$ cat src/hw/rtl/lbp_pkg.sv
`timescale 1ns / 1ps
`default_nettype none
// ----------------------------------------------------------------------------
// lbp_pkg
// shared widths, operation codes and the job record passed from the front
// end to the byte emitter of the lsb-first bit packer
// ----------------------------------------------------------------------------
package lbp_pkg;

  localparam int CODE_W        = 64;
  localparam int LEN_W         = 7;
  localparam int BYTE_W        = 8;
  localparam int FILL_W        = 3;
  localparam int PEND_W        = 7;
  localparam int ACC_W         = CODE_W + PEND_W;
  localparam int MAX_CODE_BITS = 64;
  localparam int MAX_BYTES     = CODE_W / BYTE_W;
  localparam int COUNT_W       = $clog2(MAX_BYTES + 1);
  localparam int QUEUE_DEPTH   = 2;
  localparam int QPTR_W        = $clog2(QUEUE_DEPTH);
  localparam int QCNT_W        = $clog2(QUEUE_DEPTH + 1);

  localparam logic OP_WRITE = 1'b0;
  localparam logic OP_FLUSH = 1'b1;

  // bytes to emit, oldest in the low byte, and how many of them
  typedef struct packed {
    logic [CODE_W-1:0]  data;
    logic [COUNT_W-1:0] count;
  } job_t;

endpackage
`default_nettype wire

$ cat src/hw/rtl/lbp_if.sv
`timescale 1ns / 1ps
`default_nettype none
// ----------------------------------------------------------------------------
// lbp_if
// valid/ready channels of the bit packer: code items in, bytes out
// ----------------------------------------------------------------------------
interface lbp_in_if;
  logic                         valid;
  logic                         ready;
  logic                         operation;
  logic [lbp_pkg::CODE_W-1:0]   code;
  logic [lbp_pkg::LEN_W-1:0]    code_len;

  modport source (output valid, operation, code, code_len, input ready);
  modport sink   (input valid, operation, code, code_len, output ready);
endinterface

interface lbp_out_if;
  logic                         valid;
  logic                         ready;
  logic [lbp_pkg::BYTE_W-1:0]   byte_out;
  logic                         last_byte;

  modport source (output valid, byte_out, last_byte, input ready);
  modport sink   (input valid, byte_out, last_byte, output ready);
endinterface
`default_nettype wire

$ cat src/hw/rtl/lsb_first_bit_packer_unit.sv
`timescale 1ns / 1ps
`default_nettype none
// ----------------------------------------------------------------------------
// lsb_first_bit_packer_unit
// packs variable-length codes into a byte stream, least significant bit first
// ----------------------------------------------------------------------------
// A write transaction appends the low code_len bits (saturated at 64) of code
// above up to seven pending bits and produces every byte that completes,
// oldest first, with last_byte set on the final byte of that transaction; a
// flush transaction produces the pending bits as one zero-padded byte when any
// are pending and clears them. The front end takes one transaction per cycle
// while its two-entry job queue has room; the byte emitter sends one byte per
// cycle while the output is ready, so a transaction that completes n bytes
// holds the single output byte lane for all n of them, and that lane sets the
// sustained rate. The first byte of a transaction passes through the job queue
// and the current-job register before it reaches the output register.
// ----------------------------------------------------------------------------
module lsb_first_bit_packer_unit (
  input  wire logic  clk,
  input  wire logic  rst,
  lbp_in_if.sink     code_ch,
  lbp_out_if.source  byte_ch
);

  // job handoff between front end and emitter
  lbp_pkg::job_t wr_job;
  lbp_pkg::job_t rd_job;
  logic          push;
  logic          pop;
  logic          full;
  logic          empty;

  // merge codes with pending bits, one transaction per cycle while the queue has room
  lbp_front u_front (
    .clk   (clk),
    .rst   (rst),
    .items (code_ch),
    .job   (wr_job),
    .push  (push),
    .full  (full)
  );

  // lets the front end run ahead while bytes drain
  lbp_queue u_queue (
    .clk    (clk),
    .rst    (rst),
    .push   (push),
    .wr_job (wr_job),
    .pop    (pop),
    .rd_job (rd_job),
    .full   (full),
    .empty  (empty)
  );

  // one byte per cycle into the output register while the output is ready
  lbp_back u_back (
    .clk    (clk),
    .rst    (rst),
    .rd_job (rd_job),
    .empty  (empty),
    .pop    (pop),
    .bytes  (byte_ch)
  );

  // front end never writes into a full queue
  a_no_push_full: assert property (@(posedge clk) disable iff (rst)
    push |-> !full) else $error("job pushed into full queue");

  // emitter never pops an empty queue
  a_no_pop_empty: assert property (@(posedge clk) disable iff (rst)
    pop |-> !empty) else $error("job popped from empty queue");

  // a taken byte that is not the last of its transaction is followed at once
  a_job_contiguous: assert property (@(posedge clk) disable iff (rst)
    (byte_ch.valid && byte_ch.ready && !byte_ch.last_byte) |=> byte_ch.valid)
    else $error("gap inside a transaction's bytes");

endmodule
`default_nettype wire

$ cat src/hw/rtl/lbp_front.sv
`timescale 1ns / 1ps
`default_nettype none
// ----------------------------------------------------------------------------
// lbp_front
// accepts code items, merges them with the pending bits and hands the
// completed bytes to the queue as one job
// ----------------------------------------------------------------------------
module lbp_front (
  input  wire logic          clk,
  input  wire logic          rst,
  lbp_in_if.sink             items,
  output lbp_pkg::job_t      job,
  output logic               push,
  input  wire logic          full
);

  logic [lbp_pkg::PEND_W-1:0] pending_bits, pending_bits_next;
  logic [lbp_pkg::FILL_W-1:0] fill_count, fill_count_next;

  logic [lbp_pkg::LEN_W-1:0]  len_sat;
  logic [lbp_pkg::CODE_W-1:0] code_mask;
  logic [lbp_pkg::ACC_W-1:0]  acc;
  logic [lbp_pkg::LEN_W-1:0]  total;
  logic [lbp_pkg::COUNT_W-1:0] nbytes;
  logic [lbp_pkg::FILL_W-1:0] rest;
  logic [lbp_pkg::ACC_W-1:0]  acc_rest;
  logic                       accept;

  assign items.ready = !full;
  assign accept      = items.valid && !full;

  always_comb begin
    len_sat = (items.code_len > lbp_pkg::LEN_W'(lbp_pkg::MAX_CODE_BITS))
              ? lbp_pkg::LEN_W'(lbp_pkg::MAX_CODE_BITS) : items.code_len;
    // shift of all ones by 64 gives zero, so a full-length code keeps every bit
    code_mask = ~({lbp_pkg::CODE_W{1'b1}} << len_sat);
    acc = ({{lbp_pkg::PEND_W{1'b0}}, items.code & code_mask} << fill_count)
          | {{lbp_pkg::CODE_W{1'b0}}, pending_bits};
    total  = lbp_pkg::LEN_W'(fill_count) + len_sat;
    nbytes = lbp_pkg::COUNT_W'(total >> 3);
    rest   = total[lbp_pkg::FILL_W-1:0];
    acc_rest = acc >> {nbytes, 3'b000};

    job       = '0;
    push      = 1'b0;
    pending_bits_next = pending_bits;
    fill_count_next   = fill_count;
    if (items.operation == lbp_pkg::OP_FLUSH) begin
      job.data  = {{(lbp_pkg::CODE_W - lbp_pkg::PEND_W){1'b0}}, pending_bits};
      job.count = lbp_pkg::COUNT_W'(1);
      push      = accept && (fill_count != '0);
      pending_bits_next = '0;
      fill_count_next   = '0;
    end else begin
      job.data  = acc[lbp_pkg::CODE_W-1:0];
      job.count = nbytes;
      push      = accept && (nbytes != '0);
      pending_bits_next = acc_rest[lbp_pkg::PEND_W-1:0]
                          & lbp_pkg::PEND_W'((8'd1 << rest) - 8'd1);
      fill_count_next   = rest;
    end
  end

  always_ff @(posedge clk) begin
    if (rst) begin
      pending_bits <= '0;
      fill_count   <= '0;
    end else if (accept) begin
      pending_bits <= pending_bits_next;
      fill_count   <= fill_count_next;
    end
  end

endmodule
`default_nettype wire

$ cat src/hw/rtl/lbp_queue.sv
`timescale 1ns / 1ps
`default_nettype none
// ----------------------------------------------------------------------------
// lbp_queue
// short job queue between the front end and the byte emitter
// ----------------------------------------------------------------------------
module lbp_queue (
  input  wire logic          clk,
  input  wire logic          rst,
  input  wire logic          push,
  input  wire lbp_pkg::job_t wr_job,
  input  wire logic          pop,
  output lbp_pkg::job_t      rd_job,
  output logic               full,
  output logic               empty
);

  lbp_pkg::job_t               entries [lbp_pkg::QUEUE_DEPTH];
  logic [lbp_pkg::QPTR_W-1:0]  wr_ptr;
  logic [lbp_pkg::QPTR_W-1:0]  rd_ptr;
  logic [lbp_pkg::QCNT_W-1:0]  used;

  assign full   = (used == lbp_pkg::QCNT_W'(lbp_pkg::QUEUE_DEPTH));
  assign empty  = (used == '0);
  assign rd_job = entries[rd_ptr];

  always_ff @(posedge clk) begin
    if (push) begin
      entries[wr_ptr] <= wr_job;
    end
  end

  always_ff @(posedge clk) begin
    if (rst) begin
      wr_ptr <= '0;
      rd_ptr <= '0;
      used   <= '0;
    end else begin
      if (push) begin
        wr_ptr <= (wr_ptr == lbp_pkg::QPTR_W'(lbp_pkg::QUEUE_DEPTH - 1))
                  ? '0 : wr_ptr + 1'b1;
      end
      if (pop) begin
        rd_ptr <= (rd_ptr == lbp_pkg::QPTR_W'(lbp_pkg::QUEUE_DEPTH - 1))
                  ? '0 : rd_ptr + 1'b1;
      end
      if (push && !pop) begin
        used <= used + 1'b1;
      end else if (pop && !push) begin
        used <= used - 1'b1;
      end
    end
  end

endmodule
`default_nettype wire

$ cat src/hw/rtl/lbp_back.sv
`timescale 1ns / 1ps
`default_nettype none
// ----------------------------------------------------------------------------
// lbp_back
// takes jobs from the queue and sends their bytes one per cycle, while the
// output is ready, through a registered output stage
// ----------------------------------------------------------------------------
module lbp_back (
  input  wire logic          clk,
  input  wire logic          rst,
  input  wire lbp_pkg::job_t rd_job,
  input  wire logic          empty,
  output logic               pop,
  lbp_out_if.source          bytes
);

  logic [lbp_pkg::CODE_W-1:0]  cur_data;
  logic [lbp_pkg::COUNT_W-1:0] cur_left;
  logic                        out_valid;
  logic [lbp_pkg::BYTE_W-1:0]  out_byte;
  logic                        out_last;
  logic                        advance;

  assign advance = !out_valid || bytes.ready;
  assign pop     = !empty && ((cur_left == '0)
                   || (advance && cur_left == lbp_pkg::COUNT_W'(1)));

  assign bytes.valid     = out_valid;
  assign bytes.byte_out  = out_byte;
  assign bytes.last_byte = out_last;

  always_ff @(posedge clk) begin
    if (rst) begin
      out_valid <= 1'b0;
      cur_left  <= '0;
    end else begin
      if (advance) begin
        out_valid <= (cur_left != '0);
      end
      // a new job replaces the one whose last byte goes out now, or fills an idle emitter
      if (pop) begin
        cur_data <= rd_job.data;
        cur_left <= rd_job.count;
      end else if (advance && cur_left != '0) begin
        cur_data <= cur_data >> lbp_pkg::BYTE_W;
        cur_left <= cur_left - 1'b1;
      end
    end
  end

  always_ff @(posedge clk) begin
    if (advance && cur_left != '0) begin
      out_byte <= cur_data[lbp_pkg::BYTE_W-1:0];
      out_last <= (cur_left == lbp_pkg::COUNT_W'(1));
    end
  end

endmodule
`default_nettype wire

$ cat src/flat_wrapper.sv
// flat-port wrapper written by rule: the top's interface ports become plain ports
module lsb_first_bit_packer_unit_flat 
  (clk, rst, code_ch_valid, code_ch_operation, code_ch_code, code_ch_code_len, code_ch_ready, byte_ch_valid, byte_ch_byte_out, byte_ch_last_byte, byte_ch_ready);
  lbp_in_if code_ch_i ();
  lbp_out_if byte_ch_i ();
  input  wire logic clk;
  input  wire logic rst;
  input wire logic [$bits(code_ch_i.valid)-1:0] code_ch_valid;
  input wire logic [$bits(code_ch_i.operation)-1:0] code_ch_operation;
  input wire logic [$bits(code_ch_i.code)-1:0] code_ch_code;
  input wire logic [$bits(code_ch_i.code_len)-1:0] code_ch_code_len;
  output wire logic [$bits(code_ch_i.ready)-1:0] code_ch_ready;
  output wire logic [$bits(byte_ch_i.valid)-1:0] byte_ch_valid;
  output wire logic [$bits(byte_ch_i.byte_out)-1:0] byte_ch_byte_out;
  output wire logic [$bits(byte_ch_i.last_byte)-1:0] byte_ch_last_byte;
  input wire logic [$bits(byte_ch_i.ready)-1:0] byte_ch_ready;
  assign code_ch_i.valid = code_ch_valid;
  assign code_ch_i.operation = code_ch_operation;
  assign code_ch_i.code = code_ch_code;
  assign code_ch_i.code_len = code_ch_code_len;
  assign code_ch_ready = code_ch_i.ready;
  assign byte_ch_valid = byte_ch_i.valid;
  assign byte_ch_byte_out = byte_ch_i.byte_out;
  assign byte_ch_last_byte = byte_ch_i.last_byte;
  assign byte_ch_i.ready = byte_ch_ready;
  lsb_first_bit_packer_unit u_core (.clk(clk), .rst(rst), .code_ch(code_ch_i), .byte_ch(byte_ch_i));
endmodule
$ cat config.mk
export PLATFORM = sky130hd
export DESIGN_NAME = lsb_first_bit_packer_unit_flat
export DESIGN_NICKNAME = d
export VERILOG_FILES = /design/src/hw/rtl/lbp_pkg.sv /design/src/hw/rtl/lbp_if.sv /design/src/hw/rtl/lsb_first_bit_packer_unit.sv /design/src/hw/rtl/lbp_front.sv /design/src/hw/rtl/lbp_queue.sv /design/src/hw/rtl/lbp_back.sv /design/src/flat_wrapper.sv
export SDC_FILE = /design/constraint.sdc
export NUM_CORES = 1
export LEC_CHECK = 0
export BUFFER_PORTS_ARGS = -buffer_cell sky130_fd_sc_hd__clkbuf_2
export CELL_PAD_IN_SITES_DETAIL_PLACEMENT = 1
export CELL_PAD_IN_SITES_GLOBAL_PLACEMENT = 2
export CORE_MARGIN = 1
export CORE_UTILIZATION = 41
export DETAILED_ROUTE_END_ITERATION = 10
export PLACE_DENSITY_LB_ADDON = 0.1
export SYNTH_ARGS = -nofsm -noshare
export SYNTH_HDL_FRONTEND = slang
export SYNTH_SLANG_ARGS = --single-unit
$ cat constraint.sdc
create_clock -name clk -period 7.4 [get_ports clk]
set_input_delay 0.74 -clock clk [delete_from_list [all_inputs] [get_ports clk]]
set_output_delay 0.74 -clock clk [all_outputs]
set_load 0.02 [all_outputs]
# Word level (Yosys, flattened, before mapping)
# Memory sizes are Yosys's and may differ from the RTL's. A register that Yosys moved wholly into a read port is not among the register bits.
# Cells that the tools add are included.
op_classes:
  n_eq_ne: 2
  n_mux: 17
  add_sub_neg: 7
  n_shift: 4
  n_bitwise: 5
  n_reduce_logical: 23
  n_lt_le_gt_ge: 1
op_table:
  columns: ["operator", "n"]
  rows:
  - ["two-way mux 64 bit", 2]
  - ["OR 71 x 7 -> 71 bit", 1]
  - ["<< shifter 64 x 3 -> 71 bit", 1]
  - [">> shifter 71 x 7 -> 7 bit", 1]
  - ["two-way mux 68 bit", 1]
  - ["AND 64 bit", 1]
  - ["inverter 64 bit", 1]
  - ["<< shifter 64 x 7 -> 64 bit (first input constant)", 1]
  - ["two-way mux 7 bit", 2]
  - ["logical AND 1 bit", 8]
  - ["two-way mux 4 bit", 2]
  - ["nonzero test 4 bit", 2]
  - ["adder 3 x 7 -> 7 bit", 1]
  - ["AND 7 bit", 1]
  - ["greater-than comparator 7 bit (second input constant)", 1]
  - ["two-way mux 1 bit", 7]
  - ["<< shifter 1 x 3 -> 7 bit (first input constant)", 1]
  - ["subtractor 7 x 1 -> 7 bit (second input constant)", 1]
  - ["zero test 1 bit", 5]
  - ["== test 4 x 1 -> 1 bit (second input constant)", 1]
  - ["zero test 4 bit", 1]
  - ["two-way mux 2 bit", 2]
  - ["nonzero test 2 bit", 2]
  - ["subtractor 4 x 1 -> 4 bit (second input constant)", 1]
  - ["10 further kinds", 12]
word_totals:
  n_memories: 1
  register_bits: 92
  output_inout_bits: 11
  ram_bits: 136
memory_table:
  columns: ["name", "depth", "width", "read_ports", "rd_ports_with_merged_regs", "write_ports", "line_no", "rtl"]
  rows:
  - ["u_core.u_queue.entries", 2, 68, 1, 1, 1, "lbp_queue.sv:18", "lbp_pkg::job_t entries [lbp_pkg::QUEUE_DEPTH];"]

# Logic depth before layout (Yosys ltp)
# Gate-level depths: netlist of the first run.
depth:
  word_depth: 10
  depth_mapped: 18
  depth_no_buf: 12

# Hierarchy
# Synthesis of the first run repeated with hierarchy kept, for this count alone.
unflattened:
  cells_unflattened: 1247
  hier_area_um2: 13819.5
modules_own_cells:
  columns: ["mod", "cells_per_inst", "area_each_um2", "instances"]
  rows:
  - ["lbp_queue", 234, 5202.5, 1]
  - ["lbp_front", 820, 5192.5, 1]
  - ["lbp_back", 193, 3424.5, 1]

# Least setup slack after synthesis of the first run
# Ideal clock, no wire load.
synth_timing:
  kind: "input port to flip-flop"
  from: "input code_ch_code_len[6]"
  to: "memory u_core.u_queue.entries[0][0] in the netlist's numbering, enable pin"
  cell_stages: 15
  setup_slack_ps: 806
  arrival_ps: 6092
  setup_ps: 503
  path_cell_list: "buf_6 > buf_6 > buf_4 > buf_6 > buf_4 > nand2b_1 > inv_1 > ha_1 > and4b_1 > o41ai_2 > nor3_1 > buf_2 > nand3_1 > o31a_1 > nor2b_1"
synth_via:
  elab_chain_cells: 8
synth_lines:
  columns: ["element", "line_no", "rtl"]
  rows:
  - ["start, declared", "flat_wrapper.sv:11", "input wire logic [$bits(code_ch_i.code_len)-1:0] code_ch_code_len;"]
  - ["greater-than comparator 7 bit", "lbp_front.sv:33", "len_sat = (items.code_len > lbp_pkg::LEN_W'(lbp_pkg::MAX_CODE_BITS))"]
  - ["two-way mux 7 bit *", "lbp_front.sv:34", "? lbp_pkg::LEN_W'(lbp_pkg::MAX_CODE_BITS) : items.code_len;"]
  - ["adder 3 x 7 -> 7 bit *", "lbp_front.sv:39", "total = lbp_pkg::LEN_W'(fill_count) + len_sat;"]
  - ["nonzero test 4 bit *", "lbp_front.sv:57", "push = accept && (nbytes != '0);"]
  - ["logical AND 1 bit *", "lbp_front.sv:57", null]
  - ["two-way mux 1 bit *", "lbp_front.sv:48", "if (items.operation == lbp_pkg::OP_FLUSH) begin"]
  - ["two-way mux 1 bit *", "lbp_queue.sv:28", "if (push) begin"]
  - ["two-way mux 1 bit (not written as such) *", "lbp_queue.sv:29", "entries[wr_ptr] <= wr_job;"]
  - ["end, declared", "lbp_queue.sv:18", null]
# Mark *: on every way between the ends. The rest lies on a longest branch, timed or not.

# Final worst setup path of the first run
layout_timing:
  from: "input code_ch_code_len[0]"
  to: "memory u_core.u_queue.entries[1][45] in the netlist's numbering, enable pin"
# Same word-level chain as after synthesis.

==> results.ini, run 1 <==
[global_routing]
grt_pass1_vias=11530
met3_usage=0.02383
grt_pass1_wl_mm=71.46
grt-busiest-layer=met2
antenna_found_initial=0
grtUsageTotal=0.2656
met1_usage=0.3776
grt-ovfl-total=0
met2_usage=0.4226
grt_max_degree=78

[sta]
relSlewSlack=0.2349
max_freq_mhz=207.3
finalSetupTns_ps=0
skew_ps=9.171
finalCritPeriodShare=0.6518
worst_pin_slew_ps=1144
hold_viol=0
drv_slew=0
setup_ws_ps=2577
setup-violations-final=0
rsz0062_at_grt=no
finalCriticalPeriod_ps=4823

[placed_design]
port_buffers=86
dp_slack_ps=2096
finalWeightedCongestion=0.9275
hpwl_mm=34.47
dpl_cell_area_sq_um=14650

[critical_path]
crit_type=in2reg
end_kind=flop
rr_endpoint=u_core.u_queue.entries[1][45]
r2r_start=u_core.u_front.fill_count[1]
path_max_fanout=48
ff2ff_path_depth=9
startpoint_type=input pin
cp.arrival_ps=4950
rrSetupSlack_ps=3020
worstPathRequired_ps=7530

[synthesis]
syn_inst=1363
ys.warnings.count=0
synthFlopType=edfxtp_1
synth_area_per_cell_sq_um=10.31
yosysTopAreaCell=edfxtp_1
async_reset_ff_frac=0
syn_nets=1447
ys_seq_area_frac=0.4752
yosys-top-cells-area=edfxtp_1 45%, mux2i_1 6.8%, o21ai_0 3.5%, nand2_1 3.4%, dfxtp_1 2.8%
yosys.cell_types.count=96
syn_area_sq_um=14050
synth_top_area_frac=0.4467
synth-edff-count=209
synth-seq-cells=229

[clock_network]
cts_setup_buffers=0
hold_buffers=0
insertion_delay_ps=500
cts.repair.resized=0
cts.sinks=229
cts.clk_slew.worst_paths_ps=60
numCtsBuffers=23
cts_max_level=1
root_buffer=clkbuf_16
clockBufferDepth=3
cts_tree=built

[finish]
finish.instance_area_sq_um=15340
finalNetCount=1456
area.growth.synth_to_final_pct=9.172
mostFrequentLayoutCells=209 x edfxtp_1, 127 x nand2_1, 105 x nor2_1, 98 x o21ai_0, 94 x mux2i_1
layout-drive-gt1-share=0.1499
final_common_cell=edfxtp_1
num_antenna_cells=0
num-fill-cells=3723

[pwr]
p_leak_nw=5.227
power_density_nw_per_um2=281.3
p_total_mw=4.315
ir_worst_vdd_mv=0.1827

[detailed_routing]
wl_mm=47.07
via_count=11500
wl_per_cell_um=25.64
route.detailed.drc=0
dr.pass1.iters=5
routed_via_density=6.261
drt_iter0_drc=855
antenna_left=0

[floorplan]
die_y_um=187.1
ios=87
rows=67
die_w_um=187.1
initial_utilization=0.4180
dieArea_sq_um=35020
coreArea_sq_um=33620

[flow_run]
max_cap_viol_count=0

[worst_hold_path]
holdPathStages=0
hp-start=u_core.u_back.cur_data[2]
min_path_type=reg2reg
hold_path_end=u_core.u_back.bytes.byte_out[2]

[run_status]
status=complete, no violations

## cell families after synthesis
group           Yosys count  share of synthesized area
buf+inv                 145                    0.04924
fa+ha+maj                 8                   0.007658
simple gates            394                     0.1355
xor+xnor                 14                   0.008726
flops                   229                     0.4752
mux                     115                    0.09172
compound gates          458                     0.2320
## routing by layer
metal | share of wire | vias up
li1 | - | 5311
met1 | 0.46 | 5719
met2 | 0.45 | 381
met3 | 0.044 | 85
met4 | 0.037 | 0
met5 | 0 | -
## area by class of cell
type / instances / area (sq um) / area share
sequential: 229 / 6691 / 0.4362
clock inverter: 10 / 51.30 / 0.003344
clock buffer: 31 / 635.6 / 0.04144
multi-input combinational: 989 / 6714 / 0.4377
inverter: 18 / 68.82 / 0.004486
timing repair buffer: 111 / 618.1 / 0.04029
tap: 448 / 560.5 / 0.03654
## report_power, final
| group | internal [mW] | switching [mW] | leakage, nW |
|---|---|---|---|
| Combinational | 0.439 | 0.865 | 2.75 |
| Sequential | 1.82 | 0.125 | 2.14 |
| Clock | 0.602 | 0.463 | 0.337 |
| Total | 2.86 | 1.45 | 5.23 |
## cell usage after synthesis (9+ instances only)
cell      count
a211oi_1     27
a21o_1       10
a21oi_1      61
a22oi_1       9
a31oi_1      17
and2_1       19
buf_1        15
buf_2        40
buf_6         9
clkbuf_1     55
dfxtp_1      20
edfxtp_1    209
inv_1        17
mux2_2       10
mux2i_1      95
mux4_2       10
nand2_1     127
nand3_1      33
nor2_1      106
nor2b_1      11
nor3_1       25
nor4_1       10
o211a_1       9
o211ai_1     25
o21a_1       16
o21ai_0      98
o21ai_1      12
o22ai_1      15
o31ai_1      15
or4_1         9
xnor2_1      10
## worst max path at each step
stage | to | slack [ps] | from
floorplan | u_core.u_queue.entries[0][0] | 810 | code_ch_code_len[6]
global placement | u_core.u_queue.entries[1][51] | 2200 | code_ch_code_len[0]
detailed placement | u_core.u_queue.entries[1][65] | 2100 | code_ch_code_len[0]
CTS | u_core.u_queue.entries[1][25] | 2590 | code_ch_code_len[0]
global route | u_core.u_queue.entries[1][51] | 2240 | code_ch_code_len[0]
finish | u_core.u_queue.entries[1][45] | 2580 | code_ch_code_len[0]
## critical path, cell delays in order
cell and delay (ps):
clkbuf_2 540, nor2b_1 610, nand2_1 160, fa_1 480, nor2b_1 140, o21ai_1 140, o21bai_1 620, o31a_1 320
and2_2 520, buf_4 640
## registers in the layout, indices dropped and copies added (netlist names), named ones only
| name | cells |
|---|---|
| u_core.u_front.fill_count | 3 |
| u_core.u_back.cur_left | 4 |
| u_core.u_back.cur_data | 64 |
| u_core.u_queue.rd_ptr | 1 |
| u_core.u_queue.entries | 136 |
| u_core.u_back.bytes.byte_out | 8 |
| u_core.u_queue.used | 2 |
| u_core.u_queue.wr_ptr | 1 |
| u_core.u_back.bytes.valid | 1 |
| u_core.u_back.bytes.last_byte | 1 |
| u_core.u_front.pending_bits | 7 |
## stage by stage
step / std cells / utilization / hold slack [ps]
after global routing: 1836 / 0.4563 / 433.5
after floorplan: 1363 / - / 400.3
final: 1836 / 0.4563 / 415.7
after CTS: 1836 / 0.4563 / 417.7
after detailed placement: 1795 / 0.4359 / 410.7
after global placement: 1795 / 0.4359 / 403.7
Note: power is estimated with default switching activity, not from simulation.
==> run 2, diff against run 1 <==
clock period = 4.5 ns   (was 7.4 ns; I/O delays follow)
==> results.ini, run 2 (synthesis gave the netlist of run 1 again) <==
[clock_network]
cts_tree=built
cts_setup_buffers=0
insertion_delay_ps=500
numCtsBuffers=24
root_buffer=clkbuf_16
cts_max_level=1
cts.sinks=229
cts.clk_slew.worst_paths_ps=60
cts.repair.resized=0
clockBufferDepth=3
hold_buffers=0

[critical_path]
end_kind=flop
r2r_start=u_core.u_front.fill_count[0]
cp_slowest_cell=dfxtp_4
rrSetupSlack_ps=1120
startpoint_type=flop
crit_path_end=u_core.u_queue.entries[1][45]
worstPathRequired_ps=4670
startpoint=u_core.u_front.fill_count[0]
rr_endpoint=u_core.u_queue.entries[1][45]
slowest_delay_ps=610
cp_cell_sequence=nand2_1 > fa_1 > nor2b_1 > o21ai_1 > mux2i_2 > nand3_1 > o31a_1 > and2_2 > buf_12
crit_type=reg2reg
path_max_fanout=55
cp.arrival_ps=3550
ff2ff_path_depth=9

[placed_design]
finalWeightedCongestion=0.9224
port_buffers=86
placedCellCount=1810
hpwl_mm=35.95

[floorplan]
dieArea_sq_um=35020
die_w_um=187.1
ios=87
rows=67
die_y_um=187.1
initial_utilization=0.4180
coreArea_sq_um=33620

[global_routing]
grt_pass1_wl_mm=73.26
grt-ovfl-total=0
grtUsageTotal=0.2736
antenna_found_initial=0
grt_pass1_vias=11680
grt_max_degree=101

[detailed_routing]
wl_met2_mm=21.37
routed_via_density=6.212
drt_iter0_drc=848
dr.pass1.iters=5
wl_mm=48.38
antenna_left=0
via_count=11510
met1_length_mm=22.72
wl_per_cell_um=26.11
route.detailed.drc=0
highest_layer=met4
wl_met3_mm=2.088

[worst_hold_path]
holdPathStages=3
min_path_type=in2reg

[finish]
finalNonFillerCells=1853
area.growth.synth_to_final_pct=10.88
layout-drive-gt1-share=0.1601
largest_register=u_core.u_queue.entries
mostFrequentLayoutCells=209 x edfxtp_1, 127 x nand2_1, 105 x nor2_1, 98 x o21ai_0, 94 x mux2i_1
largest_reg_flops=136
num_antenna_cells=0
finalNetCount=1472
final_common_cell=edfxtp_1

[sta]
drv_slew=0
relSlewSlack=0.3604
hold_viol=0
max_freq_mhz=295.9
finalCriticalPeriod_ps=3379
setup-violations-final=0
finalSetupTns_ps=0
skew_ps=6.522
worst_pin_slew_ps=958.4
rsz0062_at_grt=no
finalCritPeriodShare=0.7510

[run_status]
status=complete, no violations

[pwr]
p_switching_mw=2.448
p_leak_nw=5.346
p_seq_frac=0.445
ir_worst_vdd_mv=0.4794
p_sw_frac=0.3366
p_int_mw=4.826
combPwrFrac=0.296
clkPwrFrac=0.259
power_density_nw_per_um2=466.9

[flow_run]
max_cap_viol_count=0

-- run 2: cell types whose count changed in the layout (fill, tap and decap cells not counted), sizes merged --
cell | previous run | this run
clkinv | 10 | 12
bufinv | 0 | 1
buf | 25 | 40
clkbuf | 117 | 115
inv | 17 | 18
-- run 2: stage by stage --
stage / total power [mW] / hold WS [ps] / worst slack [ps] / area [sq um] / util
after floorplan: 4.697 / 400.3 / 234.0 / 14060 / -
after global placement: 5.399 / 401.3 / 831.4 / 14830 / 0.4411
after global routing: 7.657 / 292.0 / 957.5 / 15580 / 0.4635
after detailed placement: 5.446 / 405.6 / 823.9 / 14830 / 0.4411
final: 7.274 / 293.0 / 1121 / 15580 / 0.4635
after CTS: 7.338 / 281.5 / 1104 / 15580 / 0.4635
-- run 2: power by group through the flow --
stage,Sequential (mW),Clock (mW),Combinational (mW)
after floorplan,3.19,0,1.50
after global placement,3.27,0,2.13
after detailed placement,3.29,0,2.15
after CTS,3.25,1.92,2.17
after global routing,3.29,2.00,2.37
final,3.24,1.88,2.15
-- run 2: worst min path at each step --
stage / to / start / slack, ps
floorplan: u_core.u_back.bytes.byte_out[0] / u_core.u_back.cur_data[0] / 400
detailed placement: u_core.u_back.bytes.byte_out[2] / u_core.u_back.cur_data[2] / 410
CTS: u_core.u_back.bytes.valid / byte_ch_ready / 280
finish: u_core.u_back.bytes.valid / byte_ch_ready / 290
global route: u_core.u_back.bytes.valid / byte_ch_ready / 290
global placement: u_core.u_back.bytes.byte_out[4] / u_core.u_back.cur_data[4] / 400
-- run 2: final cells by class --
type,count,area [sq um]
Fill cell,3701,18040
Timing Repair Buffer,126,793.3
Multi-Input combinational cell,989,6714
Tap cell,448,560.5
Inverter,18,68.82
Clock inverter,14,111.4
Sequential cell,229,6691
Clock buffer,29,640.6
-- run 2: metal layers --
layer  GRT usage  vias up
met5           0        -
met4      0.1226        0
met3     0.02251       89
met2      0.4231      395
met1      0.3915     5683
li1            -     5343
-- run 2: worst max-delay path, delay by kind of cell, from the launching register on --
kind / cells / cell delay, ps
adder cells (fa/ha/maj): 1 / 480
buffers and inverters: 1 / 340
flip-flops: 1 / 610
AO/OA/AOI/OAI: 2 / 410
multiplexers: 1 / 250
AND/OR/NAND/NOR: 4 / 920
